==> config.mk <==
export PLATFORM = sky130hd
export DESIGN_NAME = maze_wall_map_flat
export DESIGN_NICKNAME = d
export VERILOG_FILES = /design/src/hdl/mwm_pkg.sv /design/src/hdl/mwm_if.sv /design/src/hdl/mwm_ram.sv /design/src/hdl/mwm_ctrl.sv /design/src/hdl/mwm_dpath.sv /design/src/hdl/maze_wall_map.sv /design/src/flat_wrapper.sv
export SDC_FILE = /design/constraint.sdc
export NUM_CORES = 2
export LEC_CHECK = 0
export BUFFER_PORTS_ARGS = -buffer_cell sky130_fd_sc_hd__buf_2
export CAP_MARGIN = 20
export CORE_MARGIN = 2
export CORE_UTILIZATION = 30
export DETAILED_ROUTE_END_ITERATION = 8
export PLACE_DENSITY = 0.43
export SETUP_SLACK_MARGIN = 0.15
export SLEW_MARGIN = 20
export SYNTH_ARGS = -nofsm -noshare
export SYNTH_HDL_FRONTEND = slang
export SYNTH_SLANG_ARGS = --single-unit
==> constraint.sdc <==
create_clock -name i_clk -period 18.6 [get_ports i_clk]
set_clock_uncertainty 0.15 [all_clocks]
set_input_delay 1.86 -clock i_clk [delete_from_list [all_inputs] [get_ports i_clk]]
set_output_delay 1.86 -clock i_clk [all_outputs]
set_load 0.05 [all_outputs]
==> src/hdl/mwm_pkg.sv <==
package mwm_pkg;

    // default grid bounds, handed to the top level parameters
    localparam int MAX_WIDTH_DEF  = 16;
    localparam int MAX_HEIGHT_DEF = 16;

    // coordinates and sizes inside the block, wide enough for a 64 x 64 grid plus one
    localparam int COORD_W = 7;
    localparam int SIZE_W  = 5;
    localparam int ACT_W   = 3;
    localparam int POS_W   = 4;
    localparam int HD_W    = 2;
    localparam int WALL_W  = 4;
    localparam int CFG_IDX_W = 1;

    localparam logic [SIZE_W-1:0] RST_MAZE_WIDTH  = 5'd16;
    localparam logic [SIZE_W-1:0] RST_MAZE_HEIGHT = 5'd16;

    // register indexes
    localparam logic [CFG_IDX_W-1:0] CFG_MAZE_WIDTH  = 1'b0;
    localparam logic [CFG_IDX_W-1:0] CFG_MAZE_HEIGHT = 1'b1;

    // action codes, unused codes behave as a query
    localparam logic [ACT_W-1:0] ACT_DEFAULT   = 3'd0;
    localparam logic [ACT_W-1:0] ACT_SET_WALL  = 3'd1;
    localparam logic [ACT_W-1:0] ACT_SET_VISIT = 3'd2;
    localparam logic [ACT_W-1:0] ACT_CLR_VISIT = 3'd3;
    localparam logic [ACT_W-1:0] ACT_CLR_ALL   = 3'd4;
    localparam logic [ACT_W-1:0] ACT_QUERY     = 3'd5;

    // wall bits
    localparam int WB_N = 0;
    localparam int WB_E = 1;
    localparam int WB_S = 2;
    localparam int WB_W = 3;

    localparam logic [HD_W-1:0] HD_NORTH = 2'd0;
    localparam logic [HD_W-1:0] HD_EAST  = 2'd1;
    localparam logic [HD_W-1:0] HD_SOUTH = 2'd2;
    localparam logic [HD_W-1:0] HD_WEST  = 2'd3;

    typedef enum logic [3:0] {
        ST_INIT,
        ST_IDLE,
        ST_DECODE,
        ST_SWEEP_ALL,
        ST_SWEEP_VIS,
        ST_CHECK,
        ST_WALL_RD,
        ST_WALL_WC,
        ST_WALL_WN,
        ST_VIS_WR,
        ST_Q0,
        ST_Q1,
        ST_Q2,
        ST_Q3,
        ST_DONE
    } t_state;

    typedef enum logic [2:0] {
        WR_NONE,
        WR_SWEEP_ALL,
        WR_SWEEP_VIS,
        WR_CELL_WALL,
        WR_NBR_WALL,
        WR_CELL_VIS
    } t_wr;

    typedef enum logic [1:0] {
        RD_CELL_N,
        RD_E_S,
        RD_W
    } t_rd;

    typedef enum logic [2:0] {
        CAP_NONE,
        CAP_NBR,
        CAP_CELL,
        CAP_ES,
        CAP_W
    } t_cap;

    typedef struct packed {
        logic load_item;
        t_wr  wr;
        t_rd  rd;
        t_cap cap;
        logic out_load;
    } t_cmd;

    typedef struct packed {
        logic [ACT_W-1:0] act;
        logic             bad;
        logic             sweep_last;
        logic             out_free;
    } t_stat;

    typedef struct packed {
        logic [ACT_W-1:0] action;
        logic [POS_W-1:0] cell_x;
        logic [POS_W-1:0] cell_y;
        logic [HD_W-1:0]  heading;
    } t_item;

    typedef struct packed {
        logic              bad_cell;
        logic [WALL_W-1:0] walls;
        logic              seen;
        logic              north_open;
        logic              east_open;
        logic              south_open;
        logic              west_open;
    } t_result;

    // register value saturated to 1..maxv
    function automatic logic [COORD_W-1:0] eff_size(input logic [SIZE_W-1:0] v,
                                                    input logic [COORD_W-1:0] maxv);
        logic [COORD_W-1:0] ve;
        ve = COORD_W'(v);
        if (v == '0) begin
            return COORD_W'(1);
        end else if (ve > maxv) begin
            return maxv;
        end
        return ve;
    endfunction

endpackage

==> src/hdl/mwm_if.sv <==
interface mwm_in_if;
    logic                     valid;
    logic                     ready;
    logic [mwm_pkg::ACT_W-1:0] action;
    logic [mwm_pkg::POS_W-1:0] cell_x;
    logic [mwm_pkg::POS_W-1:0] cell_y;
    logic [mwm_pkg::HD_W-1:0]  heading;

    modport source (output valid, action, cell_x, cell_y, heading, input ready);
    modport sink   (input valid, action, cell_x, cell_y, heading, output ready);
endinterface

interface mwm_out_if;
    logic                       valid;
    logic                       ready;
    logic                       bad_cell;
    logic [mwm_pkg::WALL_W-1:0] walls;
    logic                       seen;
    logic                       north_open;
    logic                       east_open;
    logic                       south_open;
    logic                       west_open;

    modport source (output valid, bad_cell, walls, seen, north_open, east_open, south_open,
                    west_open, input ready);
    modport sink   (input valid, bad_cell, walls, seen, north_open, east_open, south_open,
                    west_open, output ready);
endinterface

interface mwm_cfg_if;
    logic                          valid;
    logic                          ready;
    logic [mwm_pkg::CFG_IDX_W-1:0] index;
    logic [mwm_pkg::SIZE_W-1:0]    data;

    modport source (output valid, index, data, input ready);
    modport sink   (input valid, index, data, output ready);
endinterface

==> src/hdl/mwm_ram.sv <==
module mwm_ram #(
    parameter int WIDTH = 4,
    parameter int DEPTH = 256
) (
    input  logic                     i_clk,
    input  logic                     i_we,
    input  logic [$clog2(DEPTH)-1:0] i_waddr,
    input  logic [WIDTH-1:0]         i_wdata,
    input  logic [$clog2(DEPTH)-1:0] i_raddr_a,
    input  logic [$clog2(DEPTH)-1:0] i_raddr_b,
    output logic [WIDTH-1:0]         o_rdata_a,
    output logic [WIDTH-1:0]         o_rdata_b
);

    logic [WIDTH-1:0] r_mem [DEPTH];
    logic [WIDTH-1:0] r_rdata_a;
    logic [WIDTH-1:0] r_rdata_b;

    always_ff @(posedge i_clk) begin
        if (i_we) begin
            r_mem[i_waddr] <= i_wdata;
        end
        r_rdata_a <= r_mem[i_raddr_a];
        r_rdata_b <= r_mem[i_raddr_b];
    end

    assign o_rdata_a = r_rdata_a;
    assign o_rdata_b = r_rdata_b;

endmodule

==> src/hdl/mwm_ctrl.sv <==
module mwm_ctrl (
    input  logic           i_clk,
    input  logic           i_rst_n,
    input  logic           i_in_valid,
    output logic           o_in_ready,
    input  mwm_pkg::t_stat i_stat,
    output mwm_pkg::t_cmd  o_cmd
);

    mwm_pkg::t_state r_state;
    mwm_pkg::t_state n_state;

    always_ff @(posedge i_clk) begin
        if (!i_rst_n) begin
            r_state <= mwm_pkg::ST_INIT;
        end else begin
            r_state <= n_state;
        end
    end

    always_comb begin
        n_state         = r_state;
        o_in_ready      = 1'b0;
        o_cmd.load_item = 1'b0;
        o_cmd.wr        = mwm_pkg::WR_NONE;
        o_cmd.rd        = mwm_pkg::RD_CELL_N;
        o_cmd.cap       = mwm_pkg::CAP_NONE;
        o_cmd.out_load  = 1'b0;
        unique case (r_state)
            mwm_pkg::ST_INIT: begin
                // default map for the reset size
                o_cmd.wr = mwm_pkg::WR_SWEEP_ALL;
                if (i_stat.sweep_last) begin
                    n_state = mwm_pkg::ST_IDLE;
                end
            end
            mwm_pkg::ST_IDLE: begin
                o_in_ready = 1'b1;
                if (i_in_valid) begin
                    o_cmd.load_item = 1'b1;
                    n_state = mwm_pkg::ST_DECODE;
                end
            end
            mwm_pkg::ST_DECODE: begin
                case (i_stat.act)
                    mwm_pkg::ACT_DEFAULT: n_state = mwm_pkg::ST_SWEEP_ALL;
                    mwm_pkg::ACT_CLR_ALL: n_state = mwm_pkg::ST_SWEEP_VIS;
                    default:              n_state = mwm_pkg::ST_CHECK;
                endcase
            end
            mwm_pkg::ST_SWEEP_ALL: begin
                o_cmd.wr = mwm_pkg::WR_SWEEP_ALL;
                if (i_stat.sweep_last) begin
                    n_state = mwm_pkg::ST_CHECK;
                end
            end
            mwm_pkg::ST_SWEEP_VIS: begin
                o_cmd.wr = mwm_pkg::WR_SWEEP_VIS;
                if (i_stat.sweep_last) begin
                    n_state = mwm_pkg::ST_CHECK;
                end
            end
            mwm_pkg::ST_CHECK: begin
                if (i_stat.bad) begin
                    n_state = mwm_pkg::ST_DONE;
                end else begin
                    case (i_stat.act) inside
                        mwm_pkg::ACT_SET_WALL:                         n_state = mwm_pkg::ST_WALL_RD;
                        mwm_pkg::ACT_SET_VISIT, mwm_pkg::ACT_CLR_VISIT: n_state = mwm_pkg::ST_VIS_WR;
                        default:                                       n_state = mwm_pkg::ST_Q0;
                    endcase
                end
            end
            mwm_pkg::ST_WALL_RD: begin
                n_state = mwm_pkg::ST_WALL_WC;
            end
            mwm_pkg::ST_WALL_WC: begin
                o_cmd.wr  = mwm_pkg::WR_CELL_WALL;
                o_cmd.cap = mwm_pkg::CAP_NBR;
                n_state   = mwm_pkg::ST_WALL_WN;
            end
            mwm_pkg::ST_WALL_WN: begin
                o_cmd.wr = mwm_pkg::WR_NBR_WALL;
                n_state  = mwm_pkg::ST_Q0;
            end
            mwm_pkg::ST_VIS_WR: begin
                o_cmd.wr = mwm_pkg::WR_CELL_VIS;
                n_state  = mwm_pkg::ST_Q0;
            end
            mwm_pkg::ST_Q0: begin
                o_cmd.rd = mwm_pkg::RD_CELL_N;
                n_state  = mwm_pkg::ST_Q1;
            end
            mwm_pkg::ST_Q1: begin
                o_cmd.cap = mwm_pkg::CAP_CELL;
                o_cmd.rd  = mwm_pkg::RD_E_S;
                n_state   = mwm_pkg::ST_Q2;
            end
            mwm_pkg::ST_Q2: begin
                o_cmd.cap = mwm_pkg::CAP_ES;
                o_cmd.rd  = mwm_pkg::RD_W;
                n_state   = mwm_pkg::ST_Q3;
            end
            mwm_pkg::ST_Q3: begin
                o_cmd.cap = mwm_pkg::CAP_W;
                n_state   = mwm_pkg::ST_DONE;
            end
            mwm_pkg::ST_DONE: begin
                if (i_stat.out_free) begin
                    o_cmd.out_load = 1'b1;
                    n_state = mwm_pkg::ST_IDLE;
                end
            end
            default: begin
                n_state = mwm_pkg::ST_IDLE;
            end
        endcase
    end

endmodule

==> src/hdl/mwm_dpath.sv <==
module mwm_dpath #(
    parameter int MAX_WIDTH  = mwm_pkg::MAX_WIDTH_DEF,
    parameter int MAX_HEIGHT = mwm_pkg::MAX_HEIGHT_DEF
) (
    input  logic                            i_clk,
    input  logic                            i_rst_n,
    input  logic                            i_cfg_we,
    input  logic [mwm_pkg::CFG_IDX_W-1:0]   i_cfg_idx,
    input  logic [mwm_pkg::SIZE_W-1:0]      i_cfg_data,
    input  mwm_pkg::t_item                  i_item,
    input  mwm_pkg::t_cmd                   i_cmd,
    output mwm_pkg::t_stat                  o_stat,
    output logic                            o_out_valid,
    input  logic                            i_out_ready,
    output mwm_pkg::t_result                o_out
);

    localparam int DEPTH = MAX_WIDTH * MAX_HEIGHT;
    localparam int AW    = $clog2(DEPTH);
    localparam int XCW   = $clog2(MAX_WIDTH);
    localparam int YCW   = $clog2(MAX_HEIGHT);
    localparam int CW    = mwm_pkg::COORD_W;
    localparam int WW    = mwm_pkg::WALL_W;
    localparam logic [CW-1:0] MAXW_C = CW'(MAX_WIDTH);
    localparam logic [CW-1:0] MAXH_C = CW'(MAX_HEIGHT);

    localparam int WB_N = mwm_pkg::WB_N;
    localparam int WB_E = mwm_pkg::WB_E;
    localparam int WB_S = mwm_pkg::WB_S;
    localparam int WB_W = mwm_pkg::WB_W;

    function automatic logic [AW-1:0] cell_addr(input logic [CW-1:0] x, input logic [CW-1:0] y);
        return AW'(int'(y) * MAX_WIDTH + int'(x));
    endfunction

    // configuration
    logic [mwm_pkg::SIZE_W-1:0] r_cfg_w;
    logic [mwm_pkg::SIZE_W-1:0] r_cfg_h;
    logic [CW-1:0]              eff_w;
    logic [CW-1:0]              eff_h;

    // item
    logic [mwm_pkg::ACT_W-1:0]  r_act;
    logic [CW-1:0]              r_x;
    logic [CW-1:0]              r_y;
    logic [mwm_pkg::HD_W-1:0]   r_hd;
    logic                       r_bad;
    logic [CW-1:0]              r_w;
    logic [CW-1:0]              r_h;
    logic [CW-1:0]              in_x;
    logic [CW-1:0]              in_y;

    // sweep
    logic [AW-1:0]              r_sw_addr;
    logic [XCW-1:0]             r_sw_x;
    logic [YCW-1:0]             r_sw_y;
    logic                       sw_step;
    logic                       sw_last;
    logic [CW-1:0]              sx;
    logic [CW-1:0]              sy;
    logic [WW-1:0]              dflt_walls;

    // neighbors
    logic                       n_ok;
    logic                       e_ok;
    logic                       s_ok;
    logic                       w_ok;
    logic [AW-1:0]              a_c;
    logic [AW-1:0]              a_n;
    logic [AW-1:0]              a_e;
    logic [AW-1:0]              a_s;
    logic [AW-1:0]              a_w;
    logic [AW-1:0]              a_nbr;
    logic                       nbr_ok;
    logic [mwm_pkg::HD_W-1:0]   opp_hd;

    // memories
    logic                       wall_we;
    logic [AW-1:0]              wall_waddr;
    logic [WW-1:0]              wall_wdata;
    logic [WW-1:0]              wall_rd_a;
    logic [WW-1:0]              wall_rd_b;
    logic                       vis_we;
    logic [AW-1:0]              vis_waddr;
    logic                       vis_wdata;
    logic [AW-1:0]              vis_ra;
    logic [AW-1:0]              vis_rb;
    logic                       vis_rd_a;
    logic                       vis_rd_b;

    // captured query data
    logic [WW-1:0]              r_nbr_walls;
    logic [WW-1:0]              r_wl;
    logic                       r_seen;
    logic                       r_vn;
    logic                       r_ve;
    logic                       r_vs;
    logic                       r_vw;

    logic                       r_out_valid;
    mwm_pkg::t_result           r_out;
    mwm_pkg::t_result           n_out;

    assign eff_w = mwm_pkg::eff_size(r_cfg_w, MAXW_C);
    assign eff_h = mwm_pkg::eff_size(r_cfg_h, MAXH_C);
    assign in_x  = CW'(i_item.cell_x);
    assign in_y  = CW'(i_item.cell_y);

    always_ff @(posedge i_clk) begin
        if (!i_rst_n) begin
            r_cfg_w <= mwm_pkg::RST_MAZE_WIDTH;
            r_cfg_h <= mwm_pkg::RST_MAZE_HEIGHT;
        end else if (i_cfg_we) begin
            case (i_cfg_idx)
                mwm_pkg::CFG_MAZE_WIDTH:  r_cfg_w <= i_cfg_data;
                mwm_pkg::CFG_MAZE_HEIGHT: r_cfg_h <= i_cfg_data;
                default: ;
            endcase
        end
    end

    // sizes seen by the reset sweep, then latched with each item
    always_ff @(posedge i_clk) begin
        if (!i_rst_n) begin
            r_w <= mwm_pkg::eff_size(mwm_pkg::RST_MAZE_WIDTH, MAXW_C);
            r_h <= mwm_pkg::eff_size(mwm_pkg::RST_MAZE_HEIGHT, MAXH_C);
        end else if (i_cmd.load_item) begin
            r_w <= eff_w;
            r_h <= eff_h;
        end
    end

    always_ff @(posedge i_clk) begin
        if (i_cmd.load_item) begin
            r_act <= i_item.action;
            r_x   <= in_x;
            r_y   <= in_y;
            r_hd  <= i_item.heading;
            r_bad <= (in_x >= eff_w) || (in_y >= eff_h);
        end
    end

    // sweep counters wrap to zero after the last entry
    assign sw_step = (i_cmd.wr == mwm_pkg::WR_SWEEP_ALL) || (i_cmd.wr == mwm_pkg::WR_SWEEP_VIS);
    assign sw_last = (r_sw_addr == AW'(DEPTH - 1));

    always_ff @(posedge i_clk) begin
        if (!i_rst_n) begin
            r_sw_addr <= '0;
            r_sw_x    <= '0;
            r_sw_y    <= '0;
        end else if (sw_step) begin
            if (sw_last) begin
                r_sw_addr <= '0;
                r_sw_x    <= '0;
                r_sw_y    <= '0;
            end else begin
                r_sw_addr <= r_sw_addr + AW'(1);
                if (r_sw_x == XCW'(MAX_WIDTH - 1)) begin
                    r_sw_x <= '0;
                    r_sw_y <= r_sw_y + YCW'(1);
                end else begin
                    r_sw_x <= r_sw_x + XCW'(1);
                end
            end
        end
    end

    assign sx = CW'(r_sw_x);
    assign sy = CW'(r_sw_y);

    always_comb begin
        dflt_walls       = '0;
        dflt_walls[WB_N] = (sy == r_h - CW'(1)) && (sx < r_w);
        dflt_walls[WB_S] = (sy == '0) && (sx < r_w);
        dflt_walls[WB_E] = ((sx == r_w - CW'(1)) && (sy < r_h)) || ((sx == '0) && (sy == '0));
        dflt_walls[WB_W] = (sx == '0) && (sy < r_h);
    end

    // out of range neighbors fall back to the cell itself
    assign n_ok = (r_y + CW'(1)) < r_h;
    assign e_ok = (r_x + CW'(1)) < r_w;
    assign s_ok = (r_y != '0);
    assign w_ok = (r_x != '0);
    assign a_c  = cell_addr(r_x, r_y);
    assign a_n  = n_ok ? cell_addr(r_x, r_y + CW'(1)) : a_c;
    assign a_e  = e_ok ? cell_addr(r_x + CW'(1), r_y) : a_c;
    assign a_s  = s_ok ? cell_addr(r_x, r_y - CW'(1)) : a_c;
    assign a_w  = w_ok ? cell_addr(r_x - CW'(1), r_y) : a_c;
    assign opp_hd = r_hd ^ mwm_pkg::HD_SOUTH;

    always_comb begin
        case (r_hd)
            mwm_pkg::HD_NORTH: begin a_nbr = a_n; nbr_ok = n_ok; end
            mwm_pkg::HD_EAST:  begin a_nbr = a_e; nbr_ok = e_ok; end
            mwm_pkg::HD_SOUTH: begin a_nbr = a_s; nbr_ok = s_ok; end
            default:           begin a_nbr = a_w; nbr_ok = w_ok; end
        endcase
    end

    always_comb begin
        wall_we    = 1'b0;
        wall_waddr = a_c;
        wall_wdata = dflt_walls;
        vis_we     = 1'b0;
        vis_waddr  = a_c;
        vis_wdata  = 1'b0;
        unique case (i_cmd.wr)
            mwm_pkg::WR_NONE: ;
            mwm_pkg::WR_SWEEP_ALL: begin
                wall_we    = 1'b1;
                wall_waddr = r_sw_addr;
                wall_wdata = dflt_walls;
                vis_we     = 1'b1;
                vis_waddr  = r_sw_addr;
            end
            mwm_pkg::WR_SWEEP_VIS: begin
                vis_we    = 1'b1;
                vis_waddr = r_sw_addr;
            end
            mwm_pkg::WR_CELL_WALL: begin
                wall_we    = 1'b1;
                wall_wdata = wall_rd_a | (WW'(1) << r_hd);
            end
            mwm_pkg::WR_NBR_WALL: begin
                wall_we    = nbr_ok;
                wall_waddr = a_nbr;
                wall_wdata = r_nbr_walls | (WW'(1) << opp_hd);
            end
            mwm_pkg::WR_CELL_VIS: begin
                vis_we    = 1'b1;
                vis_wdata = (r_act == mwm_pkg::ACT_SET_VISIT);
            end
            default: ;
        endcase
    end

    always_comb begin
        vis_ra = a_c;
        vis_rb = a_n;
        unique case (i_cmd.rd)
            mwm_pkg::RD_CELL_N: begin vis_ra = a_c; vis_rb = a_n; end
            mwm_pkg::RD_E_S:    begin vis_ra = a_e; vis_rb = a_s; end
            mwm_pkg::RD_W:      begin vis_ra = a_w; vis_rb = a_w; end
            default: ;
        endcase
    end

    mwm_ram #(
        .WIDTH (WW),
        .DEPTH (DEPTH)
    ) u_wall_ram (
        .i_clk     (i_clk),
        .i_we      (wall_we),
        .i_waddr   (wall_waddr),
        .i_wdata   (wall_wdata),
        .i_raddr_a (a_c),
        .i_raddr_b (a_nbr),
        .o_rdata_a (wall_rd_a),
        .o_rdata_b (wall_rd_b)
    );

    mwm_ram #(
        .WIDTH (1),
        .DEPTH (DEPTH)
    ) u_vis_ram (
        .i_clk     (i_clk),
        .i_we      (vis_we),
        .i_waddr   (vis_waddr),
        .i_wdata   (vis_wdata),
        .i_raddr_a (vis_ra),
        .i_raddr_b (vis_rb),
        .o_rdata_a (vis_rd_a),
        .o_rdata_b (vis_rd_b)
    );

    always_ff @(posedge i_clk) begin
        unique case (i_cmd.cap)
            mwm_pkg::CAP_NONE: ;
            mwm_pkg::CAP_NBR:  r_nbr_walls <= wall_rd_b;
            mwm_pkg::CAP_CELL: begin
                r_wl   <= wall_rd_a;
                r_seen <= vis_rd_a;
                r_vn   <= vis_rd_b;
            end
            mwm_pkg::CAP_ES: begin
                r_ve <= vis_rd_a;
                r_vs <= vis_rd_b;
            end
            mwm_pkg::CAP_W:    r_vw <= vis_rd_a;
            default: ;
        endcase
    end

    always_comb begin
        n_out = '0;
        if (r_bad) begin
            n_out.bad_cell = 1'b1;
        end else begin
            n_out.walls      = r_wl;
            n_out.seen       = r_seen;
            n_out.north_open = n_ok && !r_wl[WB_N] && !r_vn;
            n_out.east_open  = e_ok && !r_wl[WB_E] && !r_ve;
            n_out.south_open = s_ok && !r_wl[WB_S] && !r_vs;
            n_out.west_open  = w_ok && !r_wl[WB_W] && !r_vw;
        end
    end

    // result register, frees the item side while a result waits
    always_ff @(posedge i_clk) begin
        if (!i_rst_n) begin
            r_out_valid <= 1'b0;
        end else if (i_cmd.out_load) begin
            r_out_valid <= 1'b1;
        end else if (i_out_ready) begin
            r_out_valid <= 1'b0;
        end
    end

    always_ff @(posedge i_clk) begin
        if (i_cmd.out_load) begin
            r_out <= n_out;
        end
    end

    assign o_out_valid       = r_out_valid;
    assign o_out             = r_out;
    assign o_stat.act        = r_act;
    assign o_stat.bad        = r_bad;
    assign o_stat.sweep_last = sw_last;
    assign o_stat.out_free   = !r_out_valid || i_out_ready;

endmodule

==> src/hdl/maze_wall_map.sv <==
// query and unused codes pass DECODE, CHECK, Q0 to Q3 and DONE, which loads the result; a new
// beat is taken back in IDLE. a cell outside the maze skips Q0 to Q3. set wall adds WALL_RD,
// WALL_WC and WALL_WN, set or clear visited adds VIS_WR; rebuild and clear all visited add a
// sweep over all MAX_WIDTH * MAX_HEIGHT cells, one cell a cycle. a waiting result sits in an
// output register, so the next beat is taken meanwhile. reset: config returns to 16 x 16, then
// a sweep writes the default map before the first input beat; config writes are taken during it
module maze_wall_map #(
    parameter int MAX_WIDTH  = mwm_pkg::MAX_WIDTH_DEF,
    parameter int MAX_HEIGHT = mwm_pkg::MAX_HEIGHT_DEF
) (
    input  logic       i_clk,
    input  logic       i_rst_n,
    mwm_in_if.sink     i_item,
    mwm_out_if.source  o_result,
    mwm_cfg_if.sink    i_cfg
);

    mwm_pkg::t_cmd    cmd;
    mwm_pkg::t_stat   stat;
    mwm_pkg::t_item   item;
    mwm_pkg::t_result res;
    logic             in_ready;
    logic             out_valid;

    assign item.action  = i_item.action;
    assign item.cell_x  = i_item.cell_x;
    assign item.cell_y  = i_item.cell_y;
    assign item.heading = i_item.heading;
    assign i_item.ready = in_ready;
    assign i_cfg.ready  = 1'b1;

    mwm_ctrl u_ctrl (
        .i_clk      (i_clk),
        .i_rst_n    (i_rst_n),
        .i_in_valid (i_item.valid),
        .o_in_ready (in_ready),
        .i_stat     (stat),
        .o_cmd      (cmd)
    );

    mwm_dpath #(
        .MAX_WIDTH  (MAX_WIDTH),
        .MAX_HEIGHT (MAX_HEIGHT)
    ) u_dpath (
        .i_clk       (i_clk),
        .i_rst_n     (i_rst_n),
        .i_cfg_we    (i_cfg.valid),
        .i_cfg_idx   (i_cfg.index),
        .i_cfg_data  (i_cfg.data),
        .i_item      (item),
        .i_cmd       (cmd),
        .o_stat      (stat),
        .o_out_valid (out_valid),
        .i_out_ready (o_result.ready),
        .o_out       (res)
    );

    assign o_result.valid      = out_valid;
    assign o_result.bad_cell   = res.bad_cell;
    assign o_result.walls      = res.walls;
    assign o_result.seen       = res.seen;
    assign o_result.north_open = res.north_open;
    assign o_result.east_open  = res.east_open;
    assign o_result.south_open = res.south_open;
    assign o_result.west_open  = res.west_open;

endmodule

==> src/flat_wrapper.sv <==
// flat-port wrapper written by rule: the top's interface ports become plain ports
module maze_wall_map_flat 
#(
    parameter int MAX_WIDTH  = mwm_pkg::MAX_WIDTH_DEF,
    parameter int MAX_HEIGHT = mwm_pkg::MAX_HEIGHT_DEF
)
  (i_clk, i_rst_n, i_item_valid, i_item_action, i_item_cell_x, i_item_cell_y, i_item_heading, i_item_ready, o_result_valid, o_result_bad_cell, o_result_walls, o_result_seen, o_result_north_open, o_result_east_open, o_result_south_open, o_result_west_open, o_result_ready, i_cfg_valid, i_cfg_index, i_cfg_data, i_cfg_ready);
  mwm_in_if i_item_i ();
  mwm_out_if o_result_i ();
  mwm_cfg_if i_cfg_i ();
  input  logic i_clk;
  input  logic i_rst_n;
  input wire logic [$bits(i_item_i.valid)-1:0] i_item_valid;
  input wire logic [$bits(i_item_i.action)-1:0] i_item_action;
  input wire logic [$bits(i_item_i.cell_x)-1:0] i_item_cell_x;
  input wire logic [$bits(i_item_i.cell_y)-1:0] i_item_cell_y;
  input wire logic [$bits(i_item_i.heading)-1:0] i_item_heading;
  output wire logic [$bits(i_item_i.ready)-1:0] i_item_ready;
  output wire logic [$bits(o_result_i.valid)-1:0] o_result_valid;
  output wire logic [$bits(o_result_i.bad_cell)-1:0] o_result_bad_cell;
  output wire logic [$bits(o_result_i.walls)-1:0] o_result_walls;
  output wire logic [$bits(o_result_i.seen)-1:0] o_result_seen;
  output wire logic [$bits(o_result_i.north_open)-1:0] o_result_north_open;
  output wire logic [$bits(o_result_i.east_open)-1:0] o_result_east_open;
  output wire logic [$bits(o_result_i.south_open)-1:0] o_result_south_open;
  output wire logic [$bits(o_result_i.west_open)-1:0] o_result_west_open;
  input wire logic [$bits(o_result_i.ready)-1:0] o_result_ready;
  input wire logic [$bits(i_cfg_i.valid)-1:0] i_cfg_valid;
  input wire logic [$bits(i_cfg_i.index)-1:0] i_cfg_index;
  input wire logic [$bits(i_cfg_i.data)-1:0] i_cfg_data;
  output wire logic [$bits(i_cfg_i.ready)-1:0] i_cfg_ready;
  assign i_item_i.valid = i_item_valid;
  assign i_item_i.action = i_item_action;
  assign i_item_i.cell_x = i_item_cell_x;
  assign i_item_i.cell_y = i_item_cell_y;
  assign i_item_i.heading = i_item_heading;
  assign i_item_ready = i_item_i.ready;
  assign o_result_valid = o_result_i.valid;
  assign o_result_bad_cell = o_result_i.bad_cell;
  assign o_result_walls = o_result_i.walls;
  assign o_result_seen = o_result_i.seen;
  assign o_result_north_open = o_result_i.north_open;
  assign o_result_east_open = o_result_i.east_open;
  assign o_result_south_open = o_result_i.south_open;
  assign o_result_west_open = o_result_i.west_open;
  assign o_result_i.ready = o_result_ready;
  assign i_cfg_i.valid = i_cfg_valid;
  assign i_cfg_i.index = i_cfg_index;
  assign i_cfg_i.data = i_cfg_data;
  assign i_cfg_ready = i_cfg_i.ready;
  maze_wall_map #(.MAX_WIDTH(MAX_WIDTH), .MAX_HEIGHT(MAX_HEIGHT)) u_core (.i_clk(i_clk), .i_rst_n(i_rst_n), .i_item(i_item_i), .o_result(o_result_i), .i_cfg(i_cfg_i));
endmodule
==> results.tsv <==
stage	metric	value	unit
grt	first-pass GRT wire length	356000	µm
route	DR DRC count	0	
power	Worst VDD drop	0.144	mV
synth	synth unique cells	87	
synth	Yosys reg bits	1368	
synth	top_reg_cell synth	edfxtp_1	
cts	Worst-path clk slew	60	ps
sta	Worst-Margin Slew	1160	ps
cts	CTS tree	built	
power	total power	9.20	mW
synth	top post-synthesis cells by count	edfxtp_1 (1317), nand2_1 (904), nor2_1 (613), mux4_2 (467), nand3_1 (277)	
worst_setup_path	Reg2Reg Setup Slack	10920	ps
synth	Ys Warns	0	
cts	H-tree levels	4	
placement	Placed Instance Area	0.0719	mm²
cts	CTS max path bufs	3	
placement	Buffers on Ports	35	
synth	register area share after synthesis	59.4	%
synth	Mapped Area	0.0683	mm²
sta	fmax	130	MHz
cts	hold_buf cts	0	
grt	vias in the first global route	46300	
worst_setup_path	CP endpoint kind	flip-flop	
cts	post_cts resized	0	
worst_setup_path	Worst EP required	19160	ps
sta	Final Cycle Share	41.3	%
synth	synthesized instance count	5150	
synth	Mean Syn Cell Area	13.3	µm²
synth	largest area contributor in the netlist	edfxtp_1	
route	DR WL/cell	30.5	µm
finish	Layout Nets	5164	
cts	CTS Root Cell	clkbuf_16	
sta	final setup vio count	0	
route	vias	47100	
route	Final ANT Viol Nets	0	
worst_hold_path	Worst Hold Path Cells	2	
worst_setup_path	RR Startpoint	u_core.u_dpath.r_x[1]$_DFFE_PP_	
finish	share of cells above drive strength 1	17.7	%
route	Vias/cell	5.72	
cts	CTS buffer count	159	
die	row count	175	
die	io pins	37	
synth	Mapped Nets	5221	
sta	Slew Limit Fails	0	
finish	Syn-to-layout area delta	13.0	%
worst_setup_path	CP startpoint kind	flip-flop	
route	iteration-0 DRC count of the detailed router	5717	
grt	Total Routing Usage GR	21.4	%
sta	Final Hold Vio Count	0	
placement	Final GP Congestion	0.871	
grt	largest net degree at the start of global routing	188	
synth	asr flop ratio synth	0	%
cts	TritonCTS sink count	1368	
placement	DP HPWL	155000	µm
finish	final-layout fill cell count	22300	
worst_hold_path	Hold WC Path Type	reg -> reg	
finish	final instance area	0.0771	mm²
synth	top cell type's share of synthesized area	57.9	%
cts	postcts setup bufs	0	
cts	clk_lat worst skew	840	ps
die	core area	0.227	mm²
synth	EDFF count, synth	1317	
worst_hold_path	Hold Path End	u_core.u_dpath.r_cfg_h[4]$_SDFFE_PN1P_	
worst_setup_path	Worst EP arrival	8250	ps
route	WL final	251000	µm
grt	GRT overflow	0	
power	Power Density	119	mW/mm²
die	Die X-Extent	481	µm
die	Die Y	481	µm
run_status	status	finished clean	
power	LEAKAGE	23.9	nW
sta	Slew headroom	21.7	%
worst_setup_path	critical path class	reg -> reg	
synth	top post-synthesis cells by area	edfxtp_1 (58%), mux4_2 (15%), nand2_1 (5.0%), nor2_1 (3.4%), mux2i_1 (2.4%)	
synth	most numerous cell in the Yosys netlist	edfxtp_1	
worst_setup_path	RR Endpoint	u_core.u_dpath.u_wall_ram.o_rdata_b[0]$_DFF_P_	
grt	antenna violations before repair	15	
worst_setup_path	Max FO, Critical Path	121	
sta	crit path time final	7680	ps
worst_setup_path	FF-to-FF path depth	18	
die	Initial Util	30.1	%
finish	Final Util	34.0	%
job	Max Cap Viol	0	
worst_hold_path	min-delay src	u_core.u_dpath.r_cfg_h[4]$_SDFFE_PN1P_	
sta	final setup TNS	0	ps
route	DR pass1 iterations	6	
sta	unrepaired setup endpoints after global routing	no	
die	total die area	0.231	mm²
-- worst max-delay path by stage --
stage	start	end	slack, ps
2_1_floorplan	u_core.u_ctrl.r_state[1]$_SDFFE_PN0P_	u_core.u_dpath.u_vis_ram.r_mem[0]$_DFFE_PP_	1370
3_3_place_gp	u_core.u_dpath.r_x[1]$_DFFE_PP_	u_core.u_dpath.u_wall_ram.o_rdata_b[0]$_DFF_P_	11160
3_5_place_dp	u_core.u_dpath.r_x[1]$_DFFE_PP_	u_core.u_dpath.u_wall_ram.o_rdata_b[0]$_DFF_P_	11040
4_1_cts	u_core.u_dpath.r_x[1]$_DFFE_PP_	u_core.u_dpath.u_wall_ram.o_rdata_b[0]$_DFF_P_	11070
5_1_grt	u_core.u_dpath.r_x[1]$_DFFE_PP_	u_core.u_dpath.u_wall_ram.o_rdata_b[0]$_DFF_P_	10670
6_report	u_core.u_dpath.r_x[1]$_DFFE_PP_	u_core.u_dpath.u_wall_ram.o_rdata_b[0]$_DFF_P_	10920
-- per-stage QoR --
stage	instances	worst slack, ps	hold slack, ps
after floorplan	5150	1370	236
after global placement	7939	11160	320
after detailed placement	7941	11040	313
after CTS	8231	11070	329
after global routing	8233	10670	337
final	8235	10920	327
-- worst max-delay path: stages, from the launching register on --
cell	delay, ps
edfxtp_1	440
buf_12	490
ha_1	420
and3_1	220
ha_1	270
a21oi_1	580
nand3_1	150
a21oi_1	300
or3_4	580
buf_4	700
buf_4	610
buf_4	690
mux2i_1	250
a32oi_1	70
nand4_1	210
nand2_1	120
o21ai_0	460
o2111ai_1	200
or4_1	490
-- power breakdown --
part           switching (mW)  total [mW]  leakage, nW  internal, mW
Clock                    1.35        3.15         2.51          1.80
Combinational            1.69        2.29         9.80         0.603
Sequential             0.0578        3.75         11.6          3.69
Total                    3.10        9.20         23.9          6.10
-- registers in the layout, summed over array words and instances (netlist names), 2 cells and up --
name / count
u_core.u_dpath.u_wall_ram.r_mem: 1024
u_core.u_dpath.u_vis_ram.r_mem: 256
u_core.u_dpath.o_out: 10
u_core.u_dpath.r_sw_addr: 8
u_core.u_dpath.r_cfg_h: 5
u_core.u_dpath.r_cfg_w: 5
u_core.u_dpath.r_h: 5
u_core.u_dpath.r_w: 5
u_core.u_ctrl.r_state: 4
u_core.u_dpath.r_nbr_walls: 4
u_core.u_dpath.r_sw_x: 4
u_core.u_dpath.r_sw_y: 4
u_core.u_dpath.r_wl: 4
u_core.u_dpath.r_x: 4
u_core.u_dpath.r_y: 4
u_core.u_dpath.u_wall_ram.o_rdata_a: 4
u_core.u_dpath.u_wall_ram.o_rdata_b: 4
u_core.u_dpath.r_act: 3
u_core.u_dpath.r_hd: 2
-- cell usage in the layout, fill, tap and decap left out, types with 35 or more instances in the layout --
cell	synthesis	layout
a21oi_1	161	160
a22oi_1	50	50
a32oi_1	73	71
buf_2	112	35
buf_4	8	118
clkbuf_16	0	160
clkinv_1	3	38
dfxtp_1	51	51
edfxtp_1	1317	1317
ha_1	46	46
inv_1	36	35
mux2i_1	163	163
mux4_2	467	467
nand2_1	904	888
nand3_1	277	277
nand4_1	99	99
nor2_1	613	609
o21ai_0	64	63
o22ai_1	43	42
-- cell families after synthesis --
kind of cell / Yosys count / share of synthesized area [%]
flip-flops: 1368 / 59.4
other: 1 / 0.00549
AO/OA/AOI/OAI: 592 / 5.96
multiplexers: 632 / 17.9
XOR/XNOR: 27 / 0.385
adder cells (fa/ha/maj): 47 / 0.872
buffers and inverters: 422 / 2.64
AND/OR/NAND/NOR: 2061 / 12.9
-- per-layer routing --
layer  up-vias  wire length (µm)  track usage [%]
li1      19800                 -                -
met1     24800            110000             30.4
met2      2130            116000             33.5
met3       341             18800             3.68
met4         4              6720             6.14
met5         -                34                0
-- layout make-up --
cell class                 count  area, µm²  area share (%)
clock buffer                 197       4180            5.42
sequential                  1368      40600            52.6
clock inverter                93        997            1.29
timing repair buffer         164       1290            1.67
antenna                        4       10.0          0.0130
tap                         3009       3760            4.88
multi-input combinational   3360      26200            33.9
inverter                      40        155           0.201
(Power assumes the default switching activity.)
